--- src/hw/rtl/acd_pkg.sv ---
`timescale 1ns / 1ps
// ----------------------------------------------------------------------------
// Affinity chunk dispenser package
// Shared widths, codes, state encoding and the layouts of the per-thread
// entry and of the result word.
// ----------------------------------------------------------------------------
package acd_pkg;

    localparam int THREADS_DEFAULT = 8;
    localparam int DATA_W          = 16;
    localparam int TID_W           = 3;
    localparam int SEG_W           = 3;
    localparam int RECIP_SHIFT     = 22;
    localparam int S_TDATA_W       = 8;
    localparam int M_TDATA_W       = 40;

    localparam logic [DATA_W-1:0] TOTAL_RESET = 16'd729;

    localparam logic OP_START   = 1'b0;
    localparam logic OP_REQUEST = 1'b1;

    typedef struct packed {
        logic [SEG_W-1:0]  segment;
        logic [DATA_W-1:0] left_count;
        logic [DATA_W-1:0] next_index;
    } entry_t;

    typedef struct packed {
        logic [SEG_W-1:0]  segment_id;
        logic [TID_W-1:0]  victim_thread;
        logic              stolen;
        logic [DATA_W-1:0] chunk_end;
        logic [DATA_W-1:0] chunk_start;
    } result_t;

    typedef enum logic [2:0] {
        ST_IDLE,
        ST_OWN,
        ST_SCAN,
        ST_STEAL,
        ST_CHUNK,
        ST_EMPTY,
        ST_START_DIV,
        ST_SWEEP
    } state_t;

endpackage

--- src/hw/rtl/acd_div.sv ---
`timescale 1ns / 1ps
// ----------------------------------------------------------------------------
// Divide by thread count
// Two-stage unsigned division of a 16-bit value by the constant THREADS,
// using a reciprocal multiplication followed by a single correction step.
// ----------------------------------------------------------------------------
module acd_div #(
    parameter int THREADS = acd_pkg::THREADS_DEFAULT
) (
    input  logic                       aclk,
    input  logic                       aresetn,
    input  logic                       start,
    input  logic [acd_pkg::DATA_W-1:0] dividend,
    output logic                       valid,
    output logic [acd_pkg::DATA_W-1:0] quotient
);

    localparam int RW = acd_pkg::RECIP_SHIFT + 1;
    localparam int PW = acd_pkg::DATA_W + RW;
    localparam int DW = 7;
    localparam logic [RW-1:0] RECIP   = RW'((1 << acd_pkg::RECIP_SHIFT) / THREADS);
    localparam logic [DW-1:0] DIVISOR = DW'(THREADS);

    logic                       stage1_reg;
    logic                       valid_reg;
    logic [PW-1:0]              prod_reg;
    logic [acd_pkg::DATA_W-1:0] x_reg;
    logic [acd_pkg::DATA_W-1:0] q_reg;

    logic [acd_pkg::DATA_W-1:0] q_est;
    logic [RW-1:0]              back_prod;
    logic [RW-1:0]              remainder;
    logic [acd_pkg::DATA_W-1:0] q_next;

    always_comb begin
        q_est     = prod_reg[acd_pkg::RECIP_SHIFT +: acd_pkg::DATA_W];
        back_prod = RW'(q_est) * RW'(DIVISOR);
        remainder = RW'(x_reg) - back_prod;
        q_next    = q_est + acd_pkg::DATA_W'(remainder >= RW'(DIVISOR));
    end

    always_ff @(posedge aclk) begin
        if (!aresetn) begin
            stage1_reg <= 1'b0;
            valid_reg  <= 1'b0;
        end else begin
            stage1_reg <= start;
            if (start) begin
                valid_reg <= 1'b0;
            end else if (stage1_reg) begin
                valid_reg <= 1'b1;
            end
        end
    end

    always_ff @(posedge aclk) begin
        if (start) begin
            prod_reg <= PW'(dividend) * PW'(RECIP);
            x_reg    <= dividend;
        end
        if (stage1_reg) begin
            q_reg <= q_next;
        end
    end

    assign valid    = valid_reg;
    assign quotient = q_reg;

endmodule

--- src/hw/rtl/acd_store.sv ---
`timescale 1ns / 1ps
// ----------------------------------------------------------------------------
// Per-thread state store
// One synchronous memory of THREADS entries with registered read data.
// Entries that were never written since reset read as zero.
// ----------------------------------------------------------------------------
module acd_store #(
    parameter int THREADS = acd_pkg::THREADS_DEFAULT,
    parameter int AW      = 3
) (
    input  logic            aclk,
    input  logic            aresetn,
    input  logic            wr_en,
    input  logic [AW-1:0]   wr_addr,
    input  acd_pkg::entry_t wr_data,
    input  logic            rd_en,
    input  logic [AW-1:0]   rd_addr,
    output acd_pkg::entry_t rd_data
);

    acd_pkg::entry_t    mem_reg [THREADS];
    acd_pkg::entry_t    rd_data_reg;
    logic [THREADS-1:0] valid_reg;
    logic               rd_valid_reg;

    always_ff @(posedge aclk) begin
        if (wr_en) begin
            mem_reg[wr_addr] <= wr_data;
        end
        if (rd_en) begin
            rd_data_reg <= mem_reg[rd_addr];
        end
    end

    always_ff @(posedge aclk) begin
        if (!aresetn) begin
            valid_reg    <= '0;
            rd_valid_reg <= 1'b0;
        end else begin
            if (wr_en) begin
                valid_reg[wr_addr] <= 1'b1;
            end
            if (rd_en) begin
                rd_valid_reg <= valid_reg[rd_addr];
            end
        end
    end

    assign rd_data = rd_valid_reg ? rd_data_reg : '0;

endmodule

--- src/hw/rtl/acd_ctrl.sv ---
`timescale 1ns / 1ps
// ----------------------------------------------------------------------------
// Chunk dispenser sequencer
// Accepts start and request transfers, reads and updates the per-thread
// store, scans for the richest thread when stealing, and holds the result.
// ----------------------------------------------------------------------------
module acd_ctrl #(
    parameter int THREADS = acd_pkg::THREADS_DEFAULT,
    parameter int AW      = 3
) (
    input  logic                       aclk,
    input  logic                       aresetn,
    input  logic                       s_tvalid,
    output logic                       s_tready,
    input  logic                       s_op,
    input  logic [acd_pkg::TID_W-1:0]  s_tid,
    output logic                       m_tvalid,
    input  logic                       m_tready,
    output acd_pkg::result_t           m_result,
    output logic                       m_done,
    input  logic [acd_pkg::DATA_W-1:0] total_iterations,
    output logic                       wr_en,
    output logic [AW-1:0]              wr_addr,
    output acd_pkg::entry_t            wr_data,
    output logic                       rd_en,
    output logic [AW-1:0]              rd_addr,
    input  acd_pkg::entry_t            rd_data,
    output logic                       div_start,
    output logic [acd_pkg::DATA_W-1:0] div_dividend,
    input  logic                       div_valid,
    input  logic [acd_pkg::DATA_W-1:0] div_quotient
);

    localparam int CW = $clog2(THREADS + 1);
    localparam int DW = acd_pkg::DATA_W;

    acd_pkg::state_t            state_reg, state_next;
    logic                       m_tvalid_reg, m_tvalid_next;
    acd_pkg::result_t           m_result_reg, m_result_next;
    logic                       m_done_reg, m_done_next;
    logic [acd_pkg::TID_W-1:0]  tid_reg, tid_next;
    logic [CW-1:0]              scan_cnt_reg, scan_cnt_next;
    logic [DW-1:0]              best_reg, best_next;
    logic [AW-1:0]              bt_reg, bt_next;
    acd_pkg::entry_t            best_entry_reg, best_entry_next;
    acd_pkg::entry_t            own_reg, own_next;
    logic                       stolen_reg, stolen_next;
    logic [acd_pkg::TID_W-1:0]  victim_reg, victim_next;
    logic                       done_reg, done_next;
    logic [DW-1:0]              seg_reg, seg_next;
    logic [DW-1:0]              base_reg, base_next;
    logic [AW-1:0]              sweep_cnt_reg, sweep_cnt_next;

    logic          out_free;
    logic [CW-1:0] scan_prev;
    logic [DW-1:0] chunk;
    logic [DW-1:0] chunk_end;

    always_comb begin
        state_next      = state_reg;
        m_tvalid_next   = m_tvalid_reg;
        m_result_next   = m_result_reg;
        m_done_next     = m_done_reg;
        tid_next        = tid_reg;
        scan_cnt_next   = scan_cnt_reg;
        best_next       = best_reg;
        bt_next         = bt_reg;
        best_entry_next = best_entry_reg;
        own_next        = own_reg;
        stolen_next     = stolen_reg;
        victim_next     = victim_reg;
        done_next       = done_reg;
        seg_next        = seg_reg;
        base_next       = base_reg;
        sweep_cnt_next  = sweep_cnt_reg;
        wr_en           = 1'b0;
        wr_addr         = '0;
        wr_data         = '0;
        rd_en           = 1'b0;
        rd_addr         = '0;
        div_start       = 1'b0;
        div_dividend    = '0;
        s_tready        = 1'b0;

        out_free  = !m_tvalid_reg || m_tready;
        scan_prev = scan_cnt_reg - CW'(1);
        chunk     = (div_quotient == '0) ? DW'(1) : div_quotient;
        chunk_end = own_reg.next_index + chunk;

        if (m_tvalid_reg && m_tready) begin
            m_tvalid_next = 1'b0;
        end

        case (state_reg)
            acd_pkg::ST_IDLE: begin
                s_tready = 1'b1;
                if (s_tvalid) begin
                    tid_next = s_tid;
                    case (s_op)
                        acd_pkg::OP_START: begin
                            div_start    = 1'b1;
                            div_dividend = total_iterations;
                            state_next   = acd_pkg::ST_START_DIV;
                        end
                        acd_pkg::OP_REQUEST: begin
                            if (int'(s_tid) >= THREADS) begin
                                done_next  = 1'b0;
                                state_next = acd_pkg::ST_EMPTY;
                            end else begin
                                rd_en      = 1'b1;
                                rd_addr    = AW'(s_tid);
                                state_next = acd_pkg::ST_OWN;
                            end
                        end
                        default: begin
                            state_next = acd_pkg::ST_IDLE;
                        end
                    endcase
                end
            end
            acd_pkg::ST_OWN: begin
                if (rd_data.left_count != '0) begin
                    own_next     = rd_data;
                    stolen_next  = 1'b0;
                    victim_next  = '0;
                    div_start    = 1'b1;
                    div_dividend = rd_data.left_count;
                    state_next   = acd_pkg::ST_CHUNK;
                end else begin
                    scan_cnt_next   = '0;
                    best_next       = '0;
                    bt_next         = '0;
                    best_entry_next = '0;
                    state_next      = acd_pkg::ST_SCAN;
                end
            end
            acd_pkg::ST_SCAN: begin
                if (scan_cnt_reg != CW'(THREADS)) begin
                    rd_en   = 1'b1;
                    rd_addr = scan_cnt_reg[AW-1:0];
                end
                if (scan_cnt_reg != '0 && rd_data.left_count > best_reg) begin
                    best_next       = rd_data.left_count;
                    bt_next         = scan_prev[AW-1:0];
                    best_entry_next = rd_data;
                end
                if (scan_cnt_reg == CW'(THREADS)) begin
                    state_next = acd_pkg::ST_STEAL;
                end else begin
                    scan_cnt_next = scan_cnt_reg + CW'(1);
                end
            end
            acd_pkg::ST_STEAL: begin
                if (best_reg == '0) begin
                    done_next  = 1'b1;
                    state_next = acd_pkg::ST_EMPTY;
                end else begin
                    wr_en              = 1'b1;
                    wr_addr            = bt_reg;
                    wr_data            = best_entry_reg;
                    wr_data.left_count = '0;
                    own_next           = best_entry_reg;
                    stolen_next        = 1'b1;
                    victim_next        = acd_pkg::TID_W'(bt_reg);
                    div_start          = 1'b1;
                    div_dividend       = best_entry_reg.left_count;
                    state_next         = acd_pkg::ST_CHUNK;
                end
            end
            acd_pkg::ST_CHUNK: begin
                if (div_valid && out_free) begin
                    wr_en                       = 1'b1;
                    wr_addr                     = AW'(tid_reg);
                    wr_data.next_index          = chunk_end;
                    wr_data.left_count          = own_reg.left_count - chunk;
                    wr_data.segment             = own_reg.segment;
                    m_tvalid_next               = 1'b1;
                    m_done_next                 = 1'b0;
                    m_result_next.chunk_start   = own_reg.next_index;
                    m_result_next.chunk_end     = chunk_end;
                    m_result_next.stolen        = stolen_reg;
                    m_result_next.victim_thread = victim_reg;
                    m_result_next.segment_id    = own_reg.segment;
                    state_next                  = acd_pkg::ST_IDLE;
                end
            end
            acd_pkg::ST_EMPTY: begin
                if (out_free) begin
                    m_tvalid_next = 1'b1;
                    m_done_next   = done_reg;
                    m_result_next = '0;
                    state_next    = acd_pkg::ST_IDLE;
                end
            end
            acd_pkg::ST_START_DIV: begin
                if (div_valid) begin
                    seg_next       = div_quotient;
                    base_next      = '0;
                    sweep_cnt_next = '0;
                    state_next     = acd_pkg::ST_SWEEP;
                end
            end
            acd_pkg::ST_SWEEP: begin
                wr_en              = 1'b1;
                wr_addr            = sweep_cnt_reg;
                wr_data.next_index = base_reg;
                wr_data.left_count = seg_reg;
                wr_data.segment    = acd_pkg::SEG_W'(sweep_cnt_reg);
                base_next          = base_reg + seg_reg;
                if (sweep_cnt_reg == AW'(THREADS - 1)) begin
                    wr_data.left_count = total_iterations - base_reg;
                    state_next         = acd_pkg::ST_IDLE;
                end else begin
                    sweep_cnt_next = sweep_cnt_reg + AW'(1);
                end
            end
            default: begin
                state_next = acd_pkg::ST_IDLE;
            end
        endcase
    end

    always_ff @(posedge aclk) begin
        if (!aresetn) begin
            state_reg    <= acd_pkg::ST_IDLE;
            m_tvalid_reg <= 1'b0;
        end else begin
            state_reg    <= state_next;
            m_tvalid_reg <= m_tvalid_next;
        end
    end

    always_ff @(posedge aclk) begin
        m_result_reg   <= m_result_next;
        m_done_reg     <= m_done_next;
        tid_reg        <= tid_next;
        scan_cnt_reg   <= scan_cnt_next;
        best_reg       <= best_next;
        bt_reg         <= bt_next;
        best_entry_reg <= best_entry_next;
        own_reg        <= own_next;
        stolen_reg     <= stolen_next;
        victim_reg     <= victim_next;
        done_reg       <= done_next;
        seg_reg        <= seg_next;
        base_reg       <= base_next;
        sweep_cnt_reg  <= sweep_cnt_next;
    end

    assign m_tvalid = m_tvalid_reg;
    assign m_result = m_result_reg;
    assign m_done   = m_done_reg;

endmodule

--- src/hw/rtl/affinity_chunk_dispenser_core.sv ---
`timescale 1ns / 1ps
// ----------------------------------------------------------------------------
// Affinity chunk dispenser core
// A request served from the thread's own work reads its entry from the
// state memory, divides the remaining count by THREADS and registers the
// result; a request that steals first scans every entry of the state memory
// once. A start divides the total by THREADS and writes one entry per thread.
// One item is in flight at a time; a finished result waits in the output
// register while the next item is taken.
// Reset clears control state and marks every memory entry as zero; the
// iteration count register returns to 729.
// ----------------------------------------------------------------------------
module affinity_chunk_dispenser_core #(
    parameter int THREADS = acd_pkg::THREADS_DEFAULT
) (
    input  logic                          aclk,
    input  logic                          aresetn,
    input  logic                          s_tvalid,
    output logic                          s_tready,
    // [2:0] thread_id
    input  logic [acd_pkg::S_TDATA_W-1:0] s_tdata,
    // [0] op
    input  logic                          s_tuser,
    output logic                          m_tvalid,
    input  logic                          m_tready,
    // [15:0] chunk_start, [31:16] chunk_end, [32] stolen,
    // [35:33] victim_thread, [38:36] segment_id
    output logic [acd_pkg::M_TDATA_W-1:0] m_tdata,
    // [0] done_res
    output logic                          m_tuser,
    input  logic                          cfg_valid,
    output logic                          cfg_ready,
    input  logic [acd_pkg::DATA_W-1:0]    cfg_data
);

    localparam int AW = (THREADS > 1) ? $clog2(THREADS) : 1;

    logic [acd_pkg::DATA_W-1:0] total_reg;

    logic                       wr_en;
    logic [AW-1:0]              wr_addr;
    acd_pkg::entry_t            wr_data;
    logic                       rd_en;
    logic [AW-1:0]              rd_addr;
    acd_pkg::entry_t            rd_data;
    logic                       div_start;
    logic [acd_pkg::DATA_W-1:0] div_dividend;
    logic                       div_valid;
    logic [acd_pkg::DATA_W-1:0] div_quotient;
    acd_pkg::result_t           m_result;

    always_ff @(posedge aclk) begin
        if (!aresetn) begin
            total_reg <= acd_pkg::TOTAL_RESET;
        end else if (cfg_valid) begin
            total_reg <= cfg_data;
        end
    end

    assign cfg_ready = 1'b1;

    acd_store #(
        .THREADS (THREADS),
        .AW      (AW)
    ) u_store (
        .aclk    (aclk),
        .aresetn (aresetn),
        .wr_en   (wr_en),
        .wr_addr (wr_addr),
        .wr_data (wr_data),
        .rd_en   (rd_en),
        .rd_addr (rd_addr),
        .rd_data (rd_data)
    );

    acd_div #(
        .THREADS (THREADS)
    ) u_div (
        .aclk     (aclk),
        .aresetn  (aresetn),
        .start    (div_start),
        .dividend (div_dividend),
        .valid    (div_valid),
        .quotient (div_quotient)
    );

    acd_ctrl #(
        .THREADS (THREADS),
        .AW      (AW)
    ) u_ctrl (
        .aclk             (aclk),
        .aresetn          (aresetn),
        .s_tvalid         (s_tvalid),
        .s_tready         (s_tready),
        .s_op             (s_tuser),
        .s_tid            (s_tdata[acd_pkg::TID_W-1:0]),
        .m_tvalid         (m_tvalid),
        .m_tready         (m_tready),
        .m_result         (m_result),
        .m_done           (m_tuser),
        .total_iterations (total_reg),
        .wr_en            (wr_en),
        .wr_addr          (wr_addr),
        .wr_data          (wr_data),
        .rd_en            (rd_en),
        .rd_addr          (rd_addr),
        .rd_data          (rd_data),
        .div_start        (div_start),
        .div_dividend     (div_dividend),
        .div_valid        (div_valid),
        .div_quotient     (div_quotient)
    );

    assign m_tdata = {1'b0, m_result};

endmodule
--- config.mk ---
export PLATFORM = sky130hd
export DESIGN_NAME = affinity_chunk_dispenser_core
export DESIGN_NICKNAME = d
export VERILOG_FILES = /design/src/hw/rtl/acd_pkg.sv /design/src/hw/rtl/acd_div.sv /design/src/hw/rtl/acd_store.sv /design/src/hw/rtl/acd_ctrl.sv /design/src/hw/rtl/affinity_chunk_dispenser_core.sv
export SDC_FILE = /design/constraint.sdc
export NUM_CORES = 1
export LEC_CHECK = 0
export ABC_CLOCK_PERIOD_IN_PS = 4300
export BUFFER_PORTS_ARGS = -buffer_cell sky130_fd_sc_hd__buf_4
export CORE_UTILIZATION = 50
export DETAILED_ROUTE_END_ITERATION = 8
export GPL_TIMING_DRIVEN = 1
export MAX_ROUTING_LAYER = met4
export PLACE_DENSITY_LB_ADDON = 0.2
export SLEW_MARGIN = 20
export SYNTH_ARGS = -nofsm -noshare
export SYNTH_HDL_FRONTEND = slang
export SYNTH_HIERARCHICAL = 1
export SYNTH_SLANG_ARGS = --single-unit
export TNS_END_PERCENT = 10
--- constraint.sdc ---
create_clock -name aclk -period 4.3 [get_ports aclk]
set_input_delay 0.43 -clock aclk [delete_from_list [all_inputs] [get_ports aclk]]
set_output_delay 0.43 -clock aclk [all_outputs]
set_load 0.1 [all_outputs]
==> results.yml, run 1 <==
drt:
  drcViolationCount: 0
  via_count: 14210
  routed_via_density: 5.904
  wl_mm: 59.46
  ant_nets: 0
  drtIter0Drc: 1464
  wire_per_inst_um: 24.70
  dr.pass1.iters: 6
global_routing:
  grt_max_degree: 72
  grt_overflow: 0
  grt_pass1_wl_mm: 88.14
  grt_pass1_vias: 13930
  grt_use_total_pct: 25.08
  antenna_found_initial: 0
final_layout:
  syn_to_final_growth_pct: 13.11
  final_layout_size_suffix_gt1_share_pct: 19.14
  regArea_um2: 15640
  final_common_cell: "edfxtp_1"
  nets: 1867
  final_cell_mix: "edfxtp_1 (500), nand2_1 (126), buf_4 (111)"
  finish.instance_area_um2: 27360
  fill_cells: 3706
  largest_reg_flops: 280
  multi_input_area_um2: 7933
  antenna_cells: 0
  utilization_pct: 57.29
power:
  power.density_nw_per_um2: 589.5
  p_comb_share_pct: 28.1
  intPower_w: 0.01096
  p_sw_w: 0.005170
  peakVddDrop_mv: 0.3351
  swShare_pct: 32.06
  p_leak_nw: 9.714
  clockPowerShare_pct: 28.3
  p_seq_share_pct: 43.6
floorplanning:
  die_y_um: 221.9
  die-area_um2: 49250
  row_count: 80
  io_pins: 74
  fp.dieW_um: 221.9
  initial_core_util_pct: 50.65
  core_area_um2: 47750
sta:
  slew_viol_final: 0
  fmax_mhz: 256.8
  tightest_slew_ps: 1173
  max_slew_margin_pct: 20.99
  clock-skew-final_ps: 18.75
  finalHoldViolations: 0
  fin_crit_sh_pct: 90.55
  setup-violations-final: 0
  period_minus_slack_ps: 3894
  grt_setup_unrepaired: "false"
  hold_slack_ps: 34.10
cts:
  clockBufferDepth: 3
  root_buffer: "clkbuf_16"
  cts_tree: "yes"
  clk_pin_slew_worst_paths_ps: 60
  clk_latency_ps: 620
  post-cts-setup-buffers: 0
  htree_levels: 2
  clock-sinks: 531
  cts_buffers: 53
critical_path:
  crit_required_ps: 4600
  worstSetupPathType: "flip-flop to flip-flop"
  cp_max_fo: 8
  arrival_ps: 4200
  critPathLaunchType: "flip-flop"
  cp-end-kind: "flip-flop"
flow_run:
  cap_violations: 0
run_status:
  run_status: "finished, final reports clean"
placement:
  gp_congestion: 0.9468
  hpwlAfterDp_mm: 40.53
  port_buffers: 66
  place_area_um2: 25610
logic_synthesis:
  synthCells: 1662
  avgSynthCellArea_um2: 14.55
  yosysWarnings: 6
  netlist_area_um2: 24180
min_path:
  hp-class: "input pin to flip-flop"
## what timing repair did
item                                   in CTS  in global routing
resized for setup                           0                  1
hold buffers                                0                  0
endpoints found under the hold margin       0                  0
setup endpoints to repair                   0                  8
## power groups by stage
| stage | clock [W] | combinational, W | sequential (W) |
|---|---|---|---|
| finish | 0.00456 | 0.00454 | 0.00703 |
| global route | 0.00482 | 0.00490 | 0.00707 |
| floorplan | 0 | 0.00305 | 0.00724 |
| CTS | 0.00464 | 0.00452 | 0.00702 |
| detailed placement | 0 | 0.00450 | 0.00713 |
| global placement | 0 | 0.00444 | 0.00712 |
## area by class of cell
class / count / area share (%)
multi-input cells: 963 / 29.00
repair buffers: 118 / 3.559
clock inverters: 26 / 0.9011
well taps: 615 / 2.813
clock buffers: 68 / 5.393
inverters: 86 / 1.180
flip-flops and latches: 531 / 57.16
## path summary, 6_finish.rpt
kind / start / end / slack, ps / cells past startpoint
setup / recovery: u_div/quotient[9]$_DFFE_PP_ / u_store/mem_reg[4][26]$_DFFE_PP_ / 410 / 12
hold / removal: cfg_data[3] / total_reg[3]$_SDFFE_PN1P_ / 30 / 3
setup reg to reg: u_div/quotient[9]$_DFFE_PP_ / u_store/mem_reg[4][26]$_DFFE_PP_ / 410 / 12
hold reg to reg: u_div/x_reg[14]$_DFFE_PP_ / u_div/quotient[11]$_DFFE_PP_ / 420 / 0
## stage by stage
stage	setup slack, ps	std cells	setup TNS, ps	power, W
after CTS	339.4	2406	0	0.01618
after global routing	141.7	2407	0	0.01678
after floorplan	-737.5	1664	-42070	0.01029
final	406.4	2407	0	0.01613
after detailed placement	377.1	2312	0	0.01163
after global placement	471.3	2312	0	0.01155
## layer usage
layer	global-route usage (%)	vias up	wire [µm]
met5	-	-	0
met4	8.490	0	1658
met3	3.074	97	3746
li1	-	6462	-
met2	38.43	497	27720
met1	34.95	7156	26330
## worst max-delay path, cell delays in order, from the launching register on
cell and delay, ps:
edfxtp_1 490, nor4_1 340, a41o_1 350, ha_1 210, inv_1 50, fa_1 390
a21o_1 190, a21oi_2 200, nor2_1 60, o21a_1 190, a221oi_1 390, xor2_1 110
o22ai_1 620
Power figures use the tool's default switching activity.
==> run 2: changes to the inputs <==
--- a/config.mk
+++ b/config.mk
@@ -5,6 +5,7 @@
 export SDC_FILE = /design/constraint.sdc
 export NUM_CORES = 1
 export LEC_CHECK = 0
+export ABC_AREA = 1
 export ABC_CLOCK_PERIOD_IN_PS = 4300
 export BUFFER_PORTS_ARGS = -buffer_cell sky130_fd_sc_hd__buf_4
 export CORE_UTILIZATION = 50
==> results.yml, run 2 <==
drt:
  dr.pass1.iters: 6
  ant_nets: 0
  routed_via_density: 5.461
  wl_mm: 66.16
  drtIter0Drc: 1710
  wire_per_inst_um: 19.99
  drcViolationCount: 0
  via_count: 18070
critical_path:
  critical_path.max_stage_delay_ps: 550
  arrival_ps: 3600
  crit_family: "simple AND/OR/NAND/NOR gates"
  crit_path_frequent_cell: "nand2_1"
  cpMaxStageDelayCell: "edfxtp_1"
  regToRegSetupSlack_ps: 970
  worstRegToRegCells: 15
  crit_required_ps: 4570
  r2r-start: "u_div/quotient[10]$_DFFE_PP_"
  cp_max_fo: 8
  cp-end-kind: "flip-flop"
  worstSetupPathType: "flip-flop to flip-flop"
  worstReg2RegEnd: "u_store/mem_reg[3][10]$_DFFE_PP_"
  critPathLaunchType: "flip-flop"
  cp_num_buf_inv: 2
  path_cells: "inv_1 -> nand4_1 -> nor2_1 -> a41o_1 -> ha_1 -> inv_1 -> fa_1 -> o21ai_1 -> nand2_1 -> nand2_1 -> nand2_1 -> nand2_1 -> nand2_1 -> nand3_1 -> nand2_1"
sta:
  finalHoldViolations: 0
  fin_crit_sh_pct: 77.55
  tightest_slew_ps: 1165
  max_slew_margin_pct: 21.54
  period_minus_slack_ps: 3335
  grt_setup_unrepaired: "false"
  fmax_mhz: 299.9
  slew_viol_final: 0
  clock-skew-final_ps: 18.64
  tns_ps: 0
  setup-violations-final: 0
run_status:
  run_status: "finished, final reports clean"
cts:
  clk_pin_slew_worst_paths_ps: 60
  post-cts-setup-buffers: 0
  root_buffer: "clkbuf_16"
  cts_tree: "yes"
  clock-sinks: 531
  post_cts_resize_count: 0
  htree_levels: 2
  clockBufferDepth: 3
  clk_latency_ps: 620
  cts_hold_buffers: 0
  cts_buffers: 55
logic_synthesis:
  synthCells: 2549
  netlist_area_um2: 25300
  avgSynthCellArea_um2: 9.924
  yosysWarnings: 6
global_routing:
  met2_usage_pct: 40.78
  met3_usage_pct: 2.994
  grt_use_total_pct: 26.68
  top_usage_layer: "met2"
  antenna_found_initial: 0
  grt_pass1_vias: 17040
  grt_max_degree: 145
  grt_pass1_wl_mm: 99.04
  grt_overflow: 0
  gr-usage-met1_pct: 36.11
min_path:
  hold_start: "cfg_data[6]"
  hp-class: "input pin to flip-flop"
  whs_path_depth: 3
  hold_end: "total_reg[6]$_SDFFE_PN1P_"
floorplanning:
  fp.dieW_um: 226.9
  die-area_um2: 51500
  die_y_um: 226.9
  core_area_um2: 50070
  initial_core_util_pct: 50.52
  io_pins: 74
  row_count: 82
final_layout:
  fill_cells: 4264
  finish.instance_area_um2: 28380
  final_cell_mix: "nand2_1 (549), edfxtp_1 (500), nor2_1 (362)"
  final_layout_size_suffix_gt1_share_pct: 8.191
  syn_to_final_growth_pct: 12.20
  largest_reg_flops: 280
  multi_input_area_um2: 7966
  nets: 2707
  regArea_um2: 15640
  final_common_cell: "nand2_1"
  antenna_cells: 0
placement:
  hpwlAfterDp_mm: 44.40
  gp_congestion: 0.9685
  port_buffers: 66
  place_area_um2: 26460
power:
  peakVddDrop_mv: 0.3360
  p_leak_nw: 11.53
  power.density_nw_per_um2: 581.7
flow_run:
  cap_violations: 0
-- run 2: layer usage --
metal / share of wire, % / routed length, µm
met5: 0 / 0
met4: 3.8 / 2529
met1: 43 / 28730
met3: 6.9 / 4596
met2: 46 / 30300
-- run 2: power by group --
group | switching [W] | internal (W) | leakage (nW)
Clock | 0.00197 | 0.00306 | 0.937
Sequential | 0.000371 | 0.00661 | 4.80
Combinational | 0.00325 | 0.00125 | 5.79
-- run 2: layout make-up --
type                       instances  share of cell area [%]
multi-input combinational       1600                   28.07
sequential                       531                   55.08
inverter                         307                   4.104
tap                              672                   2.962
clock inverter                    29                   1.503
clock buffer                      72                   5.290
timing repair buffer              98                   2.989
-- run 2: worst reg2reg max path, stage by stage (launching register included) --
cell,delay [ps]
edfxtp_1,550
inv_1,140
nand4_1,130
nor2_1,170
a41o_1,260
ha_1,190
inv_1,60
fa_1,400
o21ai_1,280
nand2_1,90
nand2_1,140
nand2_1,90
nand2_1,80
nand2_1,60
nand3_1,80
nand2_1,260
-- run 2: how the worst max path moves through the flow --
stage	from	endpoint	slack, ps	cells past startpoint
floorplan	u_ctrl/m_tvalid$_SDFF_PN0_	u_store/mem_reg[1][0]$_DFFE_PP_	420	9
global placement	u_div/quotient[10]$_DFFE_PP_	u_store/mem_reg[5][10]$_DFFE_PP_	1000	15
detailed placement	u_div/quotient[8]$_DFFE_PP_	u_store/mem_reg[6][10]$_DFFE_PP_	1000	15
CTS	u_div/quotient[10]$_DFFE_PP_	u_store/mem_reg[3][10]$_DFFE_PP_	990	15
global route	u_div/quotient[10]$_DFFE_PP_	u_store/mem_reg[5][10]$_DFFE_PP_	810	15
finish	u_div/quotient[10]$_DFFE_PP_	u_store/mem_reg[3][10]$_DFFE_PP_	970	15
-- run 2: metrics by stage --
stage                     hold slack [ps]  worst slack (ps)  total power, W  cells  util (%)
after floorplan                     400.3             417.2         0.01024   2551         -
after global placement              406.1             995.6         0.01143   3208     52.84
after detailed placement            405.4              1002         0.01153   3208     52.84
after CTS                           5.042             992.6         0.01655   3309     56.69
after global routing                31.00             807.2         0.01732   3309     56.69
final                               33.87             965.3         0.01651   3309     56.69
